<file path="config.mk">
export PLATFORM = sky130hd
export DESIGN_NAME = biquad_lowpass_filter
export DESIGN_NICKNAME = d
export VERILOG_FILES = /design/src/rtl/bql_pkg.sv /design/src/rtl/bql_csr.sv /design/src/rtl/bql_serial_mult.sv /design/src/rtl/biquad_lowpass_filter.sv
export SDC_FILE = /design/constraint.sdc
export NUM_CORES = 1
export LEC_CHECK = 0
export ABC_AREA = 1
export BUFFER_PORTS_ARGS = -buffer_cell sky130_fd_sc_hd__buf_2
export CAP_MARGIN = 20
export CORE_ASPECT_RATIO = 1.4
export CORE_MARGIN = 3
export CORE_UTILIZATION = 45
export CTS_CLUSTER_DIAMETER = 50
export DETAILED_ROUTE_END_ITERATION = 7
export PLACE_DENSITY = 0.64
export REMOVE_ABC_BUFFERS = 1
export SYNTH_ARGS = -nofsm -noshare
export SYNTH_HDL_FRONTEND = slang
export SYNTH_SLANG_ARGS = --single-unit
</file>
<file path="constraint.sdc">
create_clock -name clock -period 8.8 [get_ports clock]
set_clock_uncertainty 0.15 [all_clocks]
set_input_delay 0.88 -clock clock [delete_from_list [all_inputs] [get_ports clock]]
set_output_delay 0.88 -clock clock [all_outputs]
set_load 0.01 [all_outputs]
</file>
<file path="src/rtl/bql_pkg.sv">
// Shared types, register indexes and arithmetic helpers for the biquad low-pass filter.
// Used by bql_csr, bql_serial_mult and biquad_lowpass_filter; depends on nothing else.
package bql_pkg;

   // Fixed widths of the filter state and the accumulator.
   localparam int DELAY_WIDTH    = 32;
   localparam int EXTRA_FRAC     = 8;
   localparam int ACC_WIDTH      = 64;
   localparam int CSR_ADDR_WIDTH = 5;
   localparam int CSR_DATA_WIDTH = 32;

   typedef logic signed [DELAY_WIDTH-1:0] delay_type;
   typedef logic signed [ACC_WIDTH-1:0]   acc_type;
   typedef logic [2:0]                    reg_index_type;
   typedef logic [2:0]                    coef_index_type;
   typedef logic [2:0]                    prod_index_type;

   // Register indexes of the configuration port.
   localparam reg_index_type REG_BYPASS = 3'd0;
   localparam reg_index_type REG_B0     = 3'd1;
   localparam reg_index_type REG_B1     = 3'd2;
   localparam reg_index_type REG_B2     = 3'd3;
   localparam reg_index_type REG_A1     = 3'd4;
   localparam reg_index_type REG_A2     = 3'd5;

   // Slots of the coefficient array.
   localparam int NUM_COEFS = 5;
   localparam coef_index_type COEF_B0 = 3'd0;
   localparam coef_index_type COEF_B1 = 3'd1;
   localparam coef_index_type COEF_B2 = 3'd2;
   localparam coef_index_type COEF_A1 = 3'd3;
   localparam coef_index_type COEF_A2 = 3'd4;

   // Order in which the five products go through the shared multiplier.
   localparam prod_index_type PROD_A1W1 = 3'd0;
   localparam prod_index_type PROD_A2W2 = 3'd1;
   localparam prod_index_type PROD_B0W0 = 3'd2;
   localparam prod_index_type PROD_B1W1 = 3'd3;
   localparam prod_index_type PROD_B2W2 = 3'd4;

   // Saturation limits of the accumulator; the low limit is the negated high limit.
   localparam logic signed [ACC_WIDTH:0] SAT_HI = {2'b00, {(ACC_WIDTH-1){1'b1}}};
   localparam logic signed [ACC_WIDTH:0] SAT_LO = -SAT_HI;

   // Add two accumulator words and clamp the sum to the symmetric 64-bit range.
   function automatic acc_type sat_add(input acc_type a, input acc_type b);
      logic signed [ACC_WIDTH:0] sum;
      sum = (ACC_WIDTH+1)'(a) + (ACC_WIDTH+1)'(b);
      if (sum > SAT_HI) begin
         sum = SAT_HI;
      end else if (sum < SAT_LO) begin
         sum = SAT_LO;
      end
      return sum[ACC_WIDTH-1:0];
   endfunction

endpackage

</file>
<file path="src/rtl/bql_csr.sv">
// Configuration registers of the biquad low-pass filter: bypass flag and five coefficients.
// Depends on bql_pkg for the register indexes and port widths.
module bql_csr #(
   parameter int COEF_WIDTH = 24
) (
   input  logic                                  clock,
   input  logic                                  reset,
   input  logic                                  csr_psel,
   input  logic                                  csr_penable,
   input  logic                                  csr_pwrite,
   input  logic [bql_pkg::CSR_ADDR_WIDTH-1:0]    csr_paddr,
   input  logic [bql_pkg::CSR_DATA_WIDTH-1:0]    csr_pwdata,
   output logic [bql_pkg::CSR_DATA_WIDTH-1:0]    csr_prdata,
   output logic                                  csr_pready,
   output logic                                  bypass,
   output logic [bql_pkg::NUM_COEFS-1:0][COEF_WIDTH-1:0] coefs
);
   import bql_pkg::*;

   logic                                 bypass_ff;
   logic                                 bypass_in;
   logic [NUM_COEFS-1:0][COEF_WIDTH-1:0] coef_ff;
   logic [NUM_COEFS-1:0][COEF_WIDTH-1:0] coef_in;
   reg_index_type                        index;
   logic                                 write_en;

   assign index    = csr_paddr[4:2];
   assign write_en = csr_psel && csr_penable && csr_pwrite;

   // Write decode; indexes past the last register are dropped.
   always_comb begin
      bypass_in = bypass_ff;
      coef_in   = coef_ff;
      if (write_en) begin
         unique case (index)
            REG_BYPASS: bypass_in        = csr_pwdata[0];
            REG_B0:     coef_in[COEF_B0] = csr_pwdata[COEF_WIDTH-1:0];
            REG_B1:     coef_in[COEF_B1] = csr_pwdata[COEF_WIDTH-1:0];
            REG_B2:     coef_in[COEF_B2] = csr_pwdata[COEF_WIDTH-1:0];
            REG_A1:     coef_in[COEF_A1] = csr_pwdata[COEF_WIDTH-1:0];
            REG_A2:     coef_in[COEF_A2] = csr_pwdata[COEF_WIDTH-1:0];
            default:    bypass_in        = bypass_ff;
         endcase
      end
   end

   always_ff @(posedge clock) begin
      if (reset) begin
         bypass_ff <= 1'b1;
         coef_ff   <= '0;
      end else begin
         bypass_ff <= bypass_in;
         coef_ff   <= coef_in;
      end
   end

   // Read decode; coefficients read back zero-extended.
   always_comb begin
      unique case (index)
         REG_BYPASS: csr_prdata = CSR_DATA_WIDTH'(bypass_ff);
         REG_B0:     csr_prdata = CSR_DATA_WIDTH'(coef_ff[COEF_B0]);
         REG_B1:     csr_prdata = CSR_DATA_WIDTH'(coef_ff[COEF_B1]);
         REG_B2:     csr_prdata = CSR_DATA_WIDTH'(coef_ff[COEF_B2]);
         REG_A1:     csr_prdata = CSR_DATA_WIDTH'(coef_ff[COEF_A1]);
         REG_A2:     csr_prdata = CSR_DATA_WIDTH'(coef_ff[COEF_A2]);
         default:    csr_prdata = '0;
      endcase
   end

   assign csr_pready = 1'b1;
   assign bypass     = bypass_ff;
   assign coefs      = coef_ff;

endmodule

</file>
<file path="src/rtl/bql_serial_mult.sv">
// Bit-serial signed multiplier: one coefficient bit per cycle against a 32-bit delay word.
// Depends on bql_pkg for the delay word width.
module bql_serial_mult #(
   parameter int COEF_WIDTH = 24
) (
   input  logic                                         clock,
   input  logic                                         reset,
   input  logic                                         start,
   input  logic signed [COEF_WIDTH-1:0]                 coef,
   input  logic signed [bql_pkg::DELAY_WIDTH-1:0]       mcand,
   output logic                                         done,
   output logic signed [COEF_WIDTH+bql_pkg::DELAY_WIDTH-1:0] product
);
   import bql_pkg::*;

   localparam int PROD_WIDTH = COEF_WIDTH + DELAY_WIDTH;
   localparam int CNT_WIDTH  = $clog2(COEF_WIDTH);

   logic                          busy_ff, busy_in;
   logic                          done_ff, done_in;
   logic [CNT_WIDTH-1:0]          cnt_ff, cnt_in;
   logic [COEF_WIDTH-1:0]         coef_sr_ff, coef_sr_in;
   delay_type                     mcand_ff, mcand_in;
   logic signed [PROD_WIDTH-1:0]  prod_ff, prod_in;
   logic                          last_bit;
   logic signed [DELAY_WIDTH:0]   mcand_ext;
   logic signed [DELAY_WIDTH:0]   addend;
   logic signed [DELAY_WIDTH:0]   upper_sum;

   assign last_bit  = (cnt_ff == '0);
   assign mcand_ext = {mcand_ff[DELAY_WIDTH-1], mcand_ff};

   // The sign bit of the coefficient carries negative weight, so it subtracts.
   always_comb begin
      if (!coef_sr_ff[0]) begin
         addend = '0;
      end else if (last_bit) begin
         addend = -mcand_ext;
      end else begin
         addend = mcand_ext;
      end
      upper_sum = {prod_ff[PROD_WIDTH-1], prod_ff[PROD_WIDTH-1:COEF_WIDTH]} + addend;
   end

   // Shift-and-add step: add into the upper part, then shift the whole product right.
   always_comb begin
      busy_in    = busy_ff;
      cnt_in     = cnt_ff;
      coef_sr_in = coef_sr_ff;
      mcand_in   = mcand_ff;
      prod_in    = prod_ff;
      done_in    = 1'b0;
      if (start) begin
         busy_in    = 1'b1;
         cnt_in     = CNT_WIDTH'(COEF_WIDTH - 1);
         coef_sr_in = coef;
         mcand_in   = mcand;
         prod_in    = '0;
      end else if (busy_ff) begin
         prod_in    = {upper_sum, prod_ff[COEF_WIDTH-1:1]};
         coef_sr_in = coef_sr_ff >> 1;
         cnt_in     = cnt_ff - 1'b1;
         if (last_bit) begin
            busy_in = 1'b0;
            done_in = 1'b1;
         end
      end
   end

   always_ff @(posedge clock) begin
      if (reset) begin
         busy_ff <= 1'b0;
         done_ff <= 1'b0;
         cnt_ff  <= '0;
      end else begin
         busy_ff <= busy_in;
         done_ff <= done_in;
         cnt_ff  <= cnt_in;
      end
   end

   always_ff @(posedge clock) begin
      coef_sr_ff <= coef_sr_in;
      mcand_ff   <= mcand_in;
      prod_ff    <= prod_in;
   end

   assign done    = done_ff;
   assign product = prod_ff;

endmodule

</file>
<file path="src/rtl/biquad_lowpass_filter.sv">
// Direct form II biquad low-pass filter on one shared bit-serial multiplier.
// Filtered sample: two feedback products, rounding, new w0, three feed-forward products and
// output rounding in order; a new sample is taken only after the result is registered.
// Bypassed sample: valid the cycle after acceptance, one sample per cycle while rsp_ready is high.
// Synchronous active-high reset sets bypass, clears coefficients, delay words and handshakes.
// Depends on bql_pkg, bql_csr and bql_serial_mult.
module biquad_lowpass_filter #(
   parameter int SAMPLE_WIDTH = 16,
   parameter int COEF_WIDTH   = 24
) (
   input  logic                                  clock,
   input  logic                                  reset,
   input  logic                                  req_valid,
   output logic                                  req_ready,
   input  logic signed [SAMPLE_WIDTH-1:0]        req_sample_in,
   output logic                                  rsp_valid,
   input  logic                                  rsp_ready,
   output logic signed [SAMPLE_WIDTH-1:0]        rsp_sample_out,
   input  logic                                  csr_psel,
   input  logic                                  csr_penable,
   input  logic                                  csr_pwrite,
   input  logic [bql_pkg::CSR_ADDR_WIDTH-1:0]    csr_paddr,
   input  logic [bql_pkg::CSR_DATA_WIDTH-1:0]    csr_pwdata,
   output logic [bql_pkg::CSR_DATA_WIDTH-1:0]    csr_prdata,
   output logic                                  csr_pready
);
   import bql_pkg::*;

   localparam int PROD_WIDTH = COEF_WIDTH + DELAY_WIDTH;
   localparam int FB_SHIFT   = COEF_WIDTH - 2;
   localparam int Y_SHIFT    = FB_SHIFT + EXTRA_FRAC;
   localparam acc_type RND_FB = acc_type'(64'sd1 <<< (FB_SHIFT - 1));
   localparam acc_type RND_Y  = acc_type'(64'sd1 <<< (Y_SHIFT - 1));
   localparam acc_type W_MAX  = acc_type'((64'sd1 <<< (DELAY_WIDTH - 1)) - 64'sd1);
   localparam acc_type W_MIN  = -W_MAX - acc_type'(64'sd1);
   localparam acc_type Y_MAX  = acc_type'((64'sd1 <<< (SAMPLE_WIDTH - 1)) - 64'sd1);
   localparam acc_type Y_MIN  = -Y_MAX - acc_type'(64'sd1);

   // Sequencer state codes.
   localparam logic [2:0] S_IDLE     = 3'd0;
   localparam logic [2:0] S_MUL      = 3'd1;
   localparam logic [2:0] S_ROUND_FB = 3'd2;
   localparam logic [2:0] S_W0       = 3'd3;
   localparam logic [2:0] S_ROUND_Y  = 3'd4;
   localparam logic [2:0] S_DONE     = 3'd5;

   logic                                 bypass;
   logic [NUM_COEFS-1:0][COEF_WIDTH-1:0] coefs;

   logic [2:0]                      state_ff, state_in;
   prod_index_type                  prod_ff, prod_in;
   logic                            start_ff, start_in;
   acc_type                         acc_ff, acc_in;
   logic signed [SAMPLE_WIDTH-1:0]  x_ff, x_in;
   delay_type                       w0_ff, w0_in;
   delay_type                       delay_one_ff, delay_one_in;
   delay_type                       delay_two_ff, delay_two_in;
   logic                            rsp_valid_ff, rsp_valid_in;
   logic signed [SAMPLE_WIDTH-1:0]  rsp_data_ff, rsp_data_in;

   logic                            req_fire;
   logic                            out_free;
   logic signed [COEF_WIDTH-1:0]    mul_coef;
   delay_type                       mul_mcand;
   logic                            mul_done;
   logic signed [PROD_WIDTH-1:0]    mul_product;
   acc_type                         addend;
   acc_type                         acc_sum;
   acc_type                         fb_rounded;
   acc_type                         w0_wide;
   delay_type                       w0_sat;
   acc_type                         y_wide;
   logic signed [SAMPLE_WIDTH-1:0]  y_sat;

   bql_csr #(
      .COEF_WIDTH(COEF_WIDTH)
   ) u_csr (
      .clock      (clock),
      .reset      (reset),
      .csr_psel   (csr_psel),
      .csr_penable(csr_penable),
      .csr_pwrite (csr_pwrite),
      .csr_paddr  (csr_paddr),
      .csr_pwdata (csr_pwdata),
      .csr_prdata (csr_prdata),
      .csr_pready (csr_pready),
      .bypass     (bypass),
      .coefs      (coefs)
   );

   // Operand select for the product in flight.
   always_comb begin
      unique case (prod_ff)
         PROD_A1W1: begin
            mul_coef  = coefs[COEF_A1];
            mul_mcand = delay_one_ff;
         end
         PROD_A2W2: begin
            mul_coef  = coefs[COEF_A2];
            mul_mcand = delay_two_ff;
         end
         PROD_B0W0: begin
            mul_coef  = coefs[COEF_B0];
            mul_mcand = w0_ff;
         end
         PROD_B1W1: begin
            mul_coef  = coefs[COEF_B1];
            mul_mcand = delay_one_ff;
         end
         PROD_B2W2: begin
            mul_coef  = coefs[COEF_B2];
            mul_mcand = delay_two_ff;
         end
         default: begin
            mul_coef  = '0;
            mul_mcand = '0;
         end
      endcase
   end

   bql_serial_mult #(
      .COEF_WIDTH(COEF_WIDTH)
   ) u_mult (
      .clock  (clock),
      .reset  (reset),
      .start  (start_ff),
      .coef   (mul_coef),
      .mcand  (mul_mcand),
      .done   (mul_done),
      .product(mul_product)
   );

   // Shared saturating accumulator: adds a finished product or a rounding constant.
   always_comb begin
      if (state_ff == S_ROUND_FB) begin
         addend = RND_FB;
      end else if (state_ff == S_ROUND_Y) begin
         addend = RND_Y;
      end else begin
         addend = ACC_WIDTH'(mul_product);
      end
      acc_sum = sat_add(acc_ff, addend);
   end

   // New delay word: scaled sample minus rounded feedback, clamped to 32 bits.
   always_comb begin
      fb_rounded = acc_ff >>> FB_SHIFT;
      w0_wide    = (ACC_WIDTH'(x_ff) <<< EXTRA_FRAC) - fb_rounded;
      if (w0_wide > W_MAX) begin
         w0_sat = W_MAX[DELAY_WIDTH-1:0];
      end else if (w0_wide < W_MIN) begin
         w0_sat = W_MIN[DELAY_WIDTH-1:0];
      end else begin
         w0_sat = w0_wide[DELAY_WIDTH-1:0];
      end
   end

   // Output sample: rounded sum shifted down and clamped to the sample width.
   always_comb begin
      y_wide = acc_ff >>> Y_SHIFT;
      if (y_wide > Y_MAX) begin
         y_sat = Y_MAX[SAMPLE_WIDTH-1:0];
      end else if (y_wide < Y_MIN) begin
         y_sat = Y_MIN[SAMPLE_WIDTH-1:0];
      end else begin
         y_sat = y_wide[SAMPLE_WIDTH-1:0];
      end
   end

   assign out_free  = !rsp_valid_ff || rsp_ready;
   assign req_ready = (state_ff == S_IDLE) && (!bypass || out_free);
   assign req_fire  = req_valid && req_ready;

   // Sequencer: bypass, or two feedback products, w0, three feed-forward products, then output.
   always_comb begin
      state_in     = state_ff;
      prod_in      = prod_ff;
      start_in     = 1'b0;
      acc_in       = acc_ff;
      x_in         = x_ff;
      w0_in        = w0_ff;
      delay_one_in = delay_one_ff;
      delay_two_in = delay_two_ff;
      rsp_valid_in = rsp_valid_ff && !rsp_ready;
      rsp_data_in  = rsp_data_ff;
      unique case (state_ff)
         S_IDLE: begin
            if (req_fire) begin
               if (bypass) begin
                  rsp_valid_in = 1'b1;
                  rsp_data_in  = req_sample_in;
               end else begin
                  x_in     = req_sample_in;
                  acc_in   = '0;
                  prod_in  = PROD_A1W1;
                  start_in = 1'b1;
                  state_in = S_MUL;
               end
            end
         end
         S_MUL: begin
            if (mul_done) begin
               acc_in = acc_sum;
               if (prod_ff == PROD_A2W2) begin
                  state_in = S_ROUND_FB;
               end else if (prod_ff == PROD_B2W2) begin
                  state_in = S_ROUND_Y;
               end else begin
                  prod_in  = prod_ff + 1'b1;
                  start_in = 1'b1;
               end
            end
         end
         S_ROUND_FB: begin
            acc_in   = acc_sum;
            state_in = S_W0;
         end
         S_W0: begin
            w0_in    = w0_sat;
            acc_in   = '0;
            prod_in  = PROD_B0W0;
            start_in = 1'b1;
            state_in = S_MUL;
         end
         S_ROUND_Y: begin
            acc_in   = acc_sum;
            state_in = S_DONE;
         end
         S_DONE: begin
            if (out_free) begin
               rsp_valid_in = 1'b1;
               rsp_data_in  = y_sat;
               delay_two_in = delay_one_ff;
               delay_one_in = w0_ff;
               state_in     = S_IDLE;
            end
         end
         default: begin
            state_in = S_IDLE;
         end
      endcase
   end

   always_ff @(posedge clock) begin
      if (reset) begin
         state_ff     <= S_IDLE;
         prod_ff      <= PROD_A1W1;
         start_ff     <= 1'b0;
         rsp_valid_ff <= 1'b0;
         delay_one_ff <= '0;
         delay_two_ff <= '0;
      end else begin
         state_ff     <= state_in;
         prod_ff      <= prod_in;
         start_ff     <= start_in;
         rsp_valid_ff <= rsp_valid_in;
         delay_one_ff <= delay_one_in;
         delay_two_ff <= delay_two_in;
      end
   end

   always_ff @(posedge clock) begin
      acc_ff      <= acc_in;
      x_ff        <= x_in;
      w0_ff       <= w0_in;
      rsp_data_ff <= rsp_data_in;
   end

   assign rsp_valid      = rsp_valid_ff;
   assign rsp_sample_out = rsp_data_ff;

`ifndef SYNTHESIS
   // A finished product only arrives while the sequencer waits for one.
   assert property (@(posedge clock) disable iff (reset) mul_done |-> (state_ff == S_MUL))
      else $error("multiplier finished outside the multiply state");

   // A bypassed transaction shows its own sample on the next cycle.
   assert property (@(posedge clock) disable iff (reset)
      (req_valid && req_ready && bypass)
      |=> (rsp_valid && (rsp_sample_out == $past(req_sample_in))))
      else $error("bypassed sample not passed through");

   // Delay words move only when a filtered transaction completes.
   assert property (@(posedge clock) disable iff (reset)
      (state_ff != S_DONE) |=> ($stable(delay_one_ff) && $stable(delay_two_ff)))
      else $error("delay words changed outside the output step");
`endif

endmodule
</file>
# After elaboration in Yosys (flattened, before gate mapping)
# Index checks and enable logic that the tools add are counted.
# word_totals
ramBits	0
wordCells	145
inputBits	60
latchBits	0
register_bits	440
n_memories	0
romBits	0
output_inout_bits	51
# op_classes
div	0
eq_ne	22
magnitude_cmp	6
muxes	51
n_mul	0
n_reduce_logical	35
n_shift	0
n_bitwise	2
add_sub_neg	6
# ops
cell	n
$mux W64	7
$pmux W64 S4	1
$pmux W24 S6	1
$pmux W24 S5	1
$pmux W32 S3	1
$mux W16	5
$mux W33	2
$add A64 B64 Y65	1
$gt A65 B64 Y1 const B	1
$lt A65 B64 Y1 const B	1
$mux W24	2
$gt A43 B32 Y1 const B	1
$lt A43 B32 Y1 const B	1
$sub A24 B42 Y43	1
$gt A34 B16 Y1 const B	1
$lt A34 B16 Y1 const B	1
$add A33 B33 Y33	1
$mux W3	11
$neg A32 Y33	1
$mux W32	1
$pmux W16 S2	1
$eq A3 B2 Y1 const B	6
$pmux W3 S6	1
$eq A3 B3 Y1 const B	5
other kinds (27)	67

# Logic depth before layout (Yosys ltp)
# Gate-level depths: netlist (run 1).
# logic_depth
word_depth	9
ltp_mapped	31
ltp_nobuf	29

# Hierarchy
# Synthesis (run 1) repeated with hierarchy kept, for this count alone.
# hier_totals
hier_cells	5099
hier_area_um2	32408.6
# by_module_without_submodules
mod	n_inst	cells_each	area_each_um2
biquad_lowpass_filter	1	3101	18959.4
bql_serial_mult	1	1005	7288.2
bql_csr	1	993	6160.9

# Worst setup path after synthesis (run 1)
# OpenSTA, ideal clock, no wires.
# synth_path
kind	input -> register
from	in rsp_ready
to	reg state_ff[1]
setup_time_ns	0.080
required_ns	8.570
setup_slack_ns	3.305
stages	7
arrival_time_ns	5.265
path_cell_list	nor2_1 > a21oi_1 > nand2_1 > o21ai_0 > o21ai_0 > a21oi_1 > and3_1
# synth_between
elab_chain_len	6
# synth_lines
element	line	source
start, declared	biquad_lowpass_filter.sv:17	input logic rsp_ready,
$logic_or A1 B1 Y1	biquad_lowpass_filter.sv:170	assign out_free = !rsp_valid_ff || rsp_ready;
$logic_or A1 B1 Y1	biquad_lowpass_filter.sv:171	assign req_ready = (state_ff == S_IDLE) && (!bypass || out_free);
$logic_and A1 B1 Y1	biquad_lowpass_filter.sv:171	
net req_ready	biquad_lowpass_filter.sv:14	output logic req_ready,
$logic_and A1 B1 Y1	biquad_lowpass_filter.sv:172	assign req_fire = req_valid && req_ready;
$ne A2 B2 Y1 (no source line)	-	
$reduce_and A5 Y1 (no source line)	-	
end signal, assigned	biquad_lowpass_filter.sv:253	state_ff <= state_in;
end, declared	biquad_lowpass_filter.sv:50	logic [2:0] state_ff, state_in;
# The timed path passes the listed nets, and every way through them passes these cells.
# A chain may end at the register's enable or synchronous reset.

# Final worst setup path (run 1)
# layout_path
from	reg state_ff[0]
to	reg acc_ff[13], data pin
# layout_between
elab_chain_len	9
# layout_lines
element	line	source
$eq A3 B3 Y1	biquad_lowpass_filter.sv:137, biquad_lowpass_filter.sv:186	
$mux W64	biquad_lowpass_filter.sv:137	end else if (state_ff == S_ROUND_Y) begin
$mux W64	biquad_lowpass_filter.sv:135	if (state_ff == S_ROUND_FB) begin
$add A64 B64 Y65	bql_pkg.sv:48	sum = (ACC_WIDTH+1)'(a) + (ACC_WIDTH+1)'(b);
$lt A65 B64 Y1	bql_pkg.sv:51	end else if (sum < SAT_LO) begin
$mux W64	bql_pkg.sv:51	
$mux W64	bql_pkg.sv:49	if (sum > SAT_HI) begin
$mux W64	biquad_lowpass_filter.sv:202	if (mul_done) begin
$pmux W64 S4 (*)	biquad_lowpass_filter.sv:186	unique case (state_ff)
end signal, assigned	biquad_lowpass_filter.sv:263	acc_ff <= acc_in;
end, declared	biquad_lowpass_filter.sv:53	acc_type acc_ff, acc_in;
# Every way passes the cells marked *; elsewhere a longest branch is shown, timed or not. The select of a mux whose other input is x is not followed.

==> flow_metrics.env, run 1 <==
export IMPL_yosysSeqAreaShare_pct=35.3
export IMPL_drt_total_wl_um=104000
export IMPL_arrival_ns=5.94
export IMPL_start_util_pct=45.8
export IMPL_hold_class="reg2reg"
export IMPL_power_density_nw_per_um2=199
export IMPL_viasPerCell=5.36
export IMPL_cts_hold_buffers=0
export IMPL_synth_area_leader_cell="edfxtp_1"
export IMPL_final_cell_mix="nand2_1 (1126), inv_1 (741), nor2_1 (614)"
export IMPL_cpLargestDelayFamily="simple AND/OR/NAND/NOR gates"
export IMPL_reg2regPathDepth=27
export IMPL_hold_viol_final=0
export IMPL_antenna_found_initial=0
export IMPL_fin_cells=5465
export IMPL_ff2ff_setup_slack_ns=3.01
export IMPL_grt_pass1_vias=27600
export IMPL_start_kind="flip-flop"
export IMPL_drv_cap=0
export IMPL_syn_cell_area_um2=30100
export IMPL_worst_pin_slew_ns=1.12
export IMPL_path_buf_inv=3
export IMPL_port_buffers=91
export IMPL_synthCells=4538
export IMPL_clkTransAtPathRegs_ns=0.06
export IMPL_grt_pass1_wl_um=159000
export IMPL_synth_seq_cells=440
export IMPL_tns_ns=0
export IMPL_place_inst=5366
export IMPL_finalSetupViolCount=0
export IMPL_dp_hpwl_um=78500
export IMPL_die_w_um=225
export IMPL_setup_slack_ns=3.01
export IMPL_outcome="completed"
export IMPL_finalCritPeriodShare_pct=65.8
export IMPL_core_area_um2=65800
export IMPL_drc=0
export IMPL_hold_path_depth=2
export IMPL_ant_nets=0
export IMPL_cts_resized=0
export IMPL_min_delay_start="delay_one_ff[16]$_SDFFE_PP0P_"
export IMPL_dr_pass1_iters=5
export IMPL_cp_end_kind="flip-flop"
export IMPL_r2r_end="acc_ff[13]$_SDFFCE_PN0P_"
export IMPL_leakagePower_uw=0.0162
export IMPL_ios=111
export IMPL_cts_sinks=440
export IMPL_avgRoutedWirePerCell_um=19.1
export IMPL_cts_max_path_buffers=3
export IMPL_yosys_warnings=0
export IMPL_hold_end="delay_two_ff[16]$_SDFFE_PP0P_"
export IMPL_fp_row_count=111
export IMPL_cpMostUsedCell="nand2_1"
export IMPL_drive_above_1_share_pct=5.91
export IMPL_avgSynthCellArea_um2=6.64
export IMPL_nets=4775
export IMPL_fin_crit_ns=5.79
export IMPL_clockRootBuffer="clkbuf_16"
export IMPL_place_ws_ns=3.20
export IMPL_slowest_delay_ns=0.51
export IMPL_path_class="reg2reg"
export IMPL_yosys_area_top_type_share_pct=18.3
export IMPL_cpMaxStageDelayCell="nand2_2"
export IMPL_place_congestion=0.989
export IMPL_cts_buffers=51
export IMPL_initialDrtViolationCount=2429
export IMPL_synth_cell_types=65
export IMPL_grtUsageTotal_pct=29.0
export IMPL_die_h_um=312
export IMPL_peakVddDrop_mv=0.143
export IMPL_grt_overflow_total=0
export IMPL_regToRegStartpoint="state_ff[0]$_SDFFE_PP0P_"
export IMPL_htree_levels=2
export IMPL_required_ns=8.95
export IMPL_max_freq_mhz=173
export IMPL_finish_utilization_pct=50.2
export IMPL_drv_slew=0
export IMPL_fp_dieArea_um2=70100
export IMPL_final_common_cell="nand2_1"
export IMPL_slew_headroom_pct=25.5
export IMPL_rsz0062_at_grt="no"
export IMPL_ys_top_cells_by_area="edfxtp_1 (18%), dfxtp_1 (17%), nand2_1 (14%)"
export IMPL_path_max_fanout=63
export IMPL_num_vias=29300
export IMPL_cts_setup_buffers=0
export IMPL_worstSkewPairLatency_ns=0.62
export IMPL_area_delta_synth_final_pct=9.71
export IMPL_grt_max_degree=133
export IMPL_cts_tree="yes"
through the flow:
stage | hold WS (ns) | area (um^2) | power (uW)
final | 0.305 | 33100 | 6580
after global routing | 0.309 | 33100 | 6950
after floorplan | 0.287 | 29400 | 3760
after global placement | 0.304 | 31300 | 4390
after CTS | 0.293 | 33000 | 6590
after detailed placement | 0.309 | 31300 | 4400
tightest hold or removal path: stages (launching register included):
cell and delay [ns]:
dfxtp_1 0.30, inv_1 0.06, a21oi_1 0.05
Yosys cell counts, drive strengths merged:
cell,n
edfxtp,184
fa,2
o41ai,1
dfxtp,256
o211ai,4
a21oi,382
nand2,1136
a211oi,5
nor4,13
nor2,629
nor3,55
a21boi,8
o221ai,10
o31ai,2
a22oi,32
o211a,1
nand3b,20
a311oi,1
a31oi,29
nor3b,2
inv,748
buf,34
xnor2,21
nand4,40
clkinv,6
or2,2
ha,139
o2111ai,5
and2,2
nand3,127
o22ai,44
o311ai,1
and3,8
a2111oi,1
a21o,7
o21bai,13
o21a,3
o21ai,358
clkbuf,117
conb,2
xor2,49
o31a,1
a221oi,33
nand2b,1
a41oi,4
how the worst max path moves through the flow:
stage | startpoint | end | cells after the start | slack (ns)
6_report | state_ff[0]$_SDFFE_PP0P_ | acc_ff[13]$_SDFFCE_PN0P_ | 27 | 3.01
3_5_place_dp | state_ff[2]$_SDFFE_PP0P_ | acc_ff[2]$_SDFFCE_PN0P_ | 27 | 3.20
3_3_place_gp | state_ff[2]$_SDFFE_PP0P_ | acc_ff[2]$_SDFFCE_PN0P_ | 27 | 3.25
2_1_floorplan | rsp_ready | rsp_sample_out[0]$_DFFE_PP_ | 6 | 3.13
4_1_cts | state_ff[0]$_SDFFE_PP0P_ | acc_ff[13]$_SDFFCE_PN0P_ | 27 | 3.16
5_1_grt | state_ff[2]$_SDFFE_PP0P_ | acc_ff[4]$_SDFFCE_PN0P_ | 27 | 2.62
logic make-up (layout without fill, tap and decap cells):
| family | count (synthesis) | count (layout) | share of synthesized area [%] |
|---|---|---|---|
| compound gates | 945 | 945 | 17.6 |
| simple gates | 2035 | 2035 | 27.3 |
| xor+xnor | 70 | 70 | 2.08 |
| flops | 440 | 440 | 35.3 |
| buf+inv | 905 | 977 | 11.8 |
| other cells | 2 | 10 | 0.0249 |
| fa+ha+maj | 141 | 141 | 5.91 |
flip-flops by register name, indices dropped and copies added (netlist names), 5 cells and up:
name               flops
u_mult.coef_sr_ff     24
u_mult.cnt_ff          5
delay_two_ff          32
u_mult.mcand_ff       32
w0_ff                 32
u_mult.product        56
acc_ff                64
u_csr.coefs          120
delay_one_ff          32
rsp_sample_out        16
x_ff                  16
metal layers:
layer  global-route usage, %  vias up  routed length (um)
met1                    36.5    13400               43600
met4                    13.0        0                5080
met2                    49.8      913               49700
met3                    3.67      232                5730
li1                        -    14700                   -
met5                       0        -                   0
report_power, final:
group	switching, uW	internal [uW]	total (uW)
registers	52.5	2220	2270
clock network	937	1250	2190
logic	1460	655	2120
area by class of cell:
class | instances | area, um^2
repair buffers | 127 | 766
clock buffers | 76 | 1490
inverters | 754 | 2830
flip-flops and latches | 440 | 10700
multi-input cells | 3200 | 16000
fillers | 6850 | 32800
well taps | 847 | 1060
diodes | 1 | 2.50
clock inverters | 20 | 233
Note: power is estimated with default switching activity, not from simulation.
==> run 2: changes to the inputs <==
--- a/config.mk
+++ b/config.mk
@@ -5,7 +5,7 @@
 export SDC_FILE = /design/constraint.sdc
 export NUM_CORES = 1
 export LEC_CHECK = 0
-export ABC_AREA = 1
+export ABC_AREA = 0
 export BUFFER_PORTS_ARGS = -buffer_cell sky130_fd_sc_hd__buf_2
 export CAP_MARGIN = 20
 export CORE_ASPECT_RATIO = 1.4
@@ -13,7 +13,7 @@
 export CORE_UTILIZATION = 45
 export CTS_CLUSTER_DIAMETER = 50
 export DETAILED_ROUTE_END_ITERATION = 7
-export PLACE_DENSITY = 0.64
+export PLACE_DENSITY = 0.66
 export REMOVE_ABC_BUFFERS = 1
 export SYNTH_ARGS = -nofsm -noshare
 export SYNTH_HDL_FRONTEND = slang
==> constraint.sdc (replaced) <==
create_clock -name clock -period 4.75 [get_ports clock]
set_clock_uncertainty 0.15 [all_clocks]
set_input_delay 0.475 -clock clock [delete_from_list [all_inputs] [get_ports clock]]
set_output_delay 0.475 -clock clock [all_outputs]
set_load 0.01 [all_outputs]
==> flow_metrics.env, run 2 <==
export IMPL_outcome="finished with violations"
export IMPL_failed_checks="DRC, setup timing"
export IMPL_die_h_um=303
export IMPL_grt_overflow_total=0
export IMPL_setup_slack_ns=-0.0598
export IMPL_avgRoutedWirePerCell_um=20.0
export IMPL_cp_end_kind="flip-flop"
export IMPL_finish_utilization_pct=56.8
export IMPL_largest_reg_flops=120
export IMPL_finalSetupViolCount=15
export IMPL_avgSynthCellArea_um2=8.13
export IMPL_p_comb_share_pct=46.8
export IMPL_place_congestion=0.998
export IMPL_port_buffers=91
export IMPL_area_delta_synth_final_pct=24.7
export IMPL_max_freq_mhz=208
export IMPL_arrival_ns=5.04
export IMPL_finalCritPeriodShare_pct=101
export IMPL_final_area_um2=35300
export IMPL_cpLargestDelayFamily="compound AO/OA/AOI/OAI gates"
export IMPL_place_inst=4553
export IMPL_hold_class="in2reg"
export IMPL_final_cell_mix="nand2_1 (627), buf_4 (378), a21oi_1 (356)"
export IMPL_slowest_delay_ns=0.44
export IMPL_fp_dieArea_um2=65900
export IMPL_p_switching_uw=6450
export IMPL_drive_above_1_share_pct=19.2
export IMPL_die_w_um=218
export IMPL_yosys_area_top_type_share_pct=19.5
export IMPL_slew_headroom_pct=28.6
export IMPL_place_area_um2=32000
export IMPL_ys_top_cells_by_count="nand2_1 (630), a21oi_1 (379), nor2_1 (285)"
export IMPL_hold_viol_final=0
export IMPL_drv_slew=0
export IMPL_fin_cells=4723
export IMPL_antenna_found_initial=0
export IMPL_synth_seq_cells=440
export IMPL_async_flop_share_pct=0
export IMPL_grtUsageTotal_pct=27.6
export IMPL_final_common_cell="nand2_1"
export IMPL_yosysSeqAreaShare_pct=37.7
export IMPL_pwr_share_clk_pct=25.2
export IMPL_required_ns=4.98
export IMPL_worst_pin_slew_ns=1.07
export IMPL_leakagePower_uw=0.0140
export IMPL_intPower_uw=10100
export IMPL_worstSkewPairLatency_ns=0.64
export IMPL_dr_pass1_iters=8
export IMPL_cts_buffers=52
export IMPL_crit_chain="xnor2_4 > nor2_4 > buf_6 > buf_16 > nor2b_4 > ha_4 > a211o_1 > a211o_1 > and3b_4 > o31ai_1 > buf_4 > nand3_1 > o21ai_1 > buf_4 > xnor2_1 > a2111o_1 > a2111o_1 > nor3_4 > buf_8 > o21ai_2"
export IMPL_ant_nets=0
export IMPL_num_vias=27700
export IMPL_nets=4055
export IMPL_fin_crit_ns=4.81
export IMPL_cts_max_path_buffers=3
export IMPL_cts_sinks=440
export IMPL_initialDrtViolationCount=2337
export IMPL_cts_tree="yes"
export IMPL_cpMaxStageDelayCell="a2111o_1"
export IMPL_fp_row_count=108
export IMPL_p_seq_share_pct=28.0
export IMPL_dp_hpwl_um=66200
export IMPL_yosys_warnings=0
export IMPL_swShare_pct=38.9
export IMPL_clockRootBuffer="clkbuf_16"
export IMPL_core_area_um2=62200
export IMPL_peakVddDrop_mv=0.314
export IMPL_rsz0062_at_grt="yes"
export IMPL_path_class="reg2reg"
export IMPL_syn_cell_area_um2=28300
export IMPL_grt_pass1_vias=26800
export IMPL_synth_cell_types=86
export IMPL_path_max_fanout=8
export IMPL_ios=111
export IMPL_start_kind="flip-flop"
export IMPL_start_util_pct=45.5
export IMPL_clkTransAtPathRegs_ns=0.06
export IMPL_htree_levels=2
export IMPL_viasPerCell=5.87
export IMPL_drt_total_wl_um=94500
export IMPL_antenna_cells=0
export IMPL_synth_enable_flop_cells=184
export IMPL_path_buf_inv=5
export IMPL_power_density_nw_per_um2=470
export IMPL_drc=2
export IMPL_grt_pass1_wl_um=145000
export IMPL_drv_cap=0
export IMPL_synthCells=3477
export IMPL_synth_area_leader_cell="edfxtp_1"
export IMPL_yosys_most_used_dff="dfxtp_1"
export IMPL_ys_top_cells_by_area="edfxtp_1 (20%), dfxtp_1 (18%), nand2_1 (8.4%)"
export IMPL_grt_max_degree=114
export IMPL_place_ws_ns=-0.452
export IMPL_yosysMostFrequentCell="nand2_1"
## run 2: path summary, 6_finish.rpt
path         depth (start not counted)                             to                     startpoint  slack, ns
max                                 20       acc_ff[15]$_SDFFCE_PN0P_       state_ff[2]$_SDFFE_PP0P_      -0.06
min                                  3           rsp_valid$_SDFF_PP0_                      rsp_ready       0.13
max reg2reg                         20       acc_ff[15]$_SDFFCE_PN0P_       state_ff[2]$_SDFFE_PP0P_      -0.06
min reg2reg                          2  delay_two_ff[20]$_SDFFE_PP0P_  delay_two_ff[20]$_SDFFE_PP0P_       0.30
## run 2: per-layer routing
layer  routed length (um)  share of wire [%]  global-route usage [%]  up-vias
met3                 4720                5.0                    3.11      304
met1                36500                 39                    31.6    13100
li1                     -                  -                       -    13400
met5                    0                  0                       0        -
met2                47800                 51                    50.6      982
met4                 5440                5.8                    13.9        0
## run 2: repair_timing
item | in CTS | in global routing
setup buffers | 19 | 11
endpoints found under the hold margin | 147 | 0
cloned | 3 | 1
endpoints found under the setup margin | 49 | 90
resized for setup | 89 | 97
hold buffers | 41 | 0
pin swaps | 41 | 49
## run 2: power groups by stage
stage | Sequential [uW] | Combinational, uW | Clock (uW)
2_1_floorplan | 4650 | 4060 | 0
3_3_place_gp | 4700 | 7100 | 0
3_5_place_dp | 4700 | 7140 | 0
4_1_cts | 4620 | 7400 | 4240
5_1_grt | 4670 | 8400 | 4380
6_report | 4640 | 7760 | 4170
## run 2: cells by family (layout without fill, tap and decap cells)
family	count (synthesis)	after routing	synth area share (%)
AO/OA/AOI/OAI	1050	1050	23.7
adder cells (fa/ha/maj)	146	146	6.47
buffers and inverters	310	724	4.29
multiplexers	74	74	2.62
flip-flops	440	440	37.7
other	2	9	0.0266
XOR/XNOR	125	125	3.87
AND/OR/NAND/NOR	1330	1330	21.3
## run 2: tightest hold or removal path, stage by stage
cell and delay (ns):
buf_2 0.08, nand2b_1 0.19, a31oi_1 0.11
## run 2: layout make-up
cell class                      count  area (um^2)
Clock buffer                       61         1350
Clock inverter                     37          455
Fill cell                        5688        26900
Inverter                           93          349
Multi-Input combinational cell   2734        17300
Sequential cell                   440        10700
Tap cell                          825         1030
Timing Repair Buffer              533         4110
## run 2: through the flow
step,hold WS (ns),power (uW),setup TNS [ns]
finish,0.134,16600,-0.616
global route,0.150,17400,-4.32
CTS,0.0995,16300,-0.606
detailed placement,0.296,11800,-6.96
global placement,0.291,11800,-6.47
floorplan,0.280,8720,-224.06
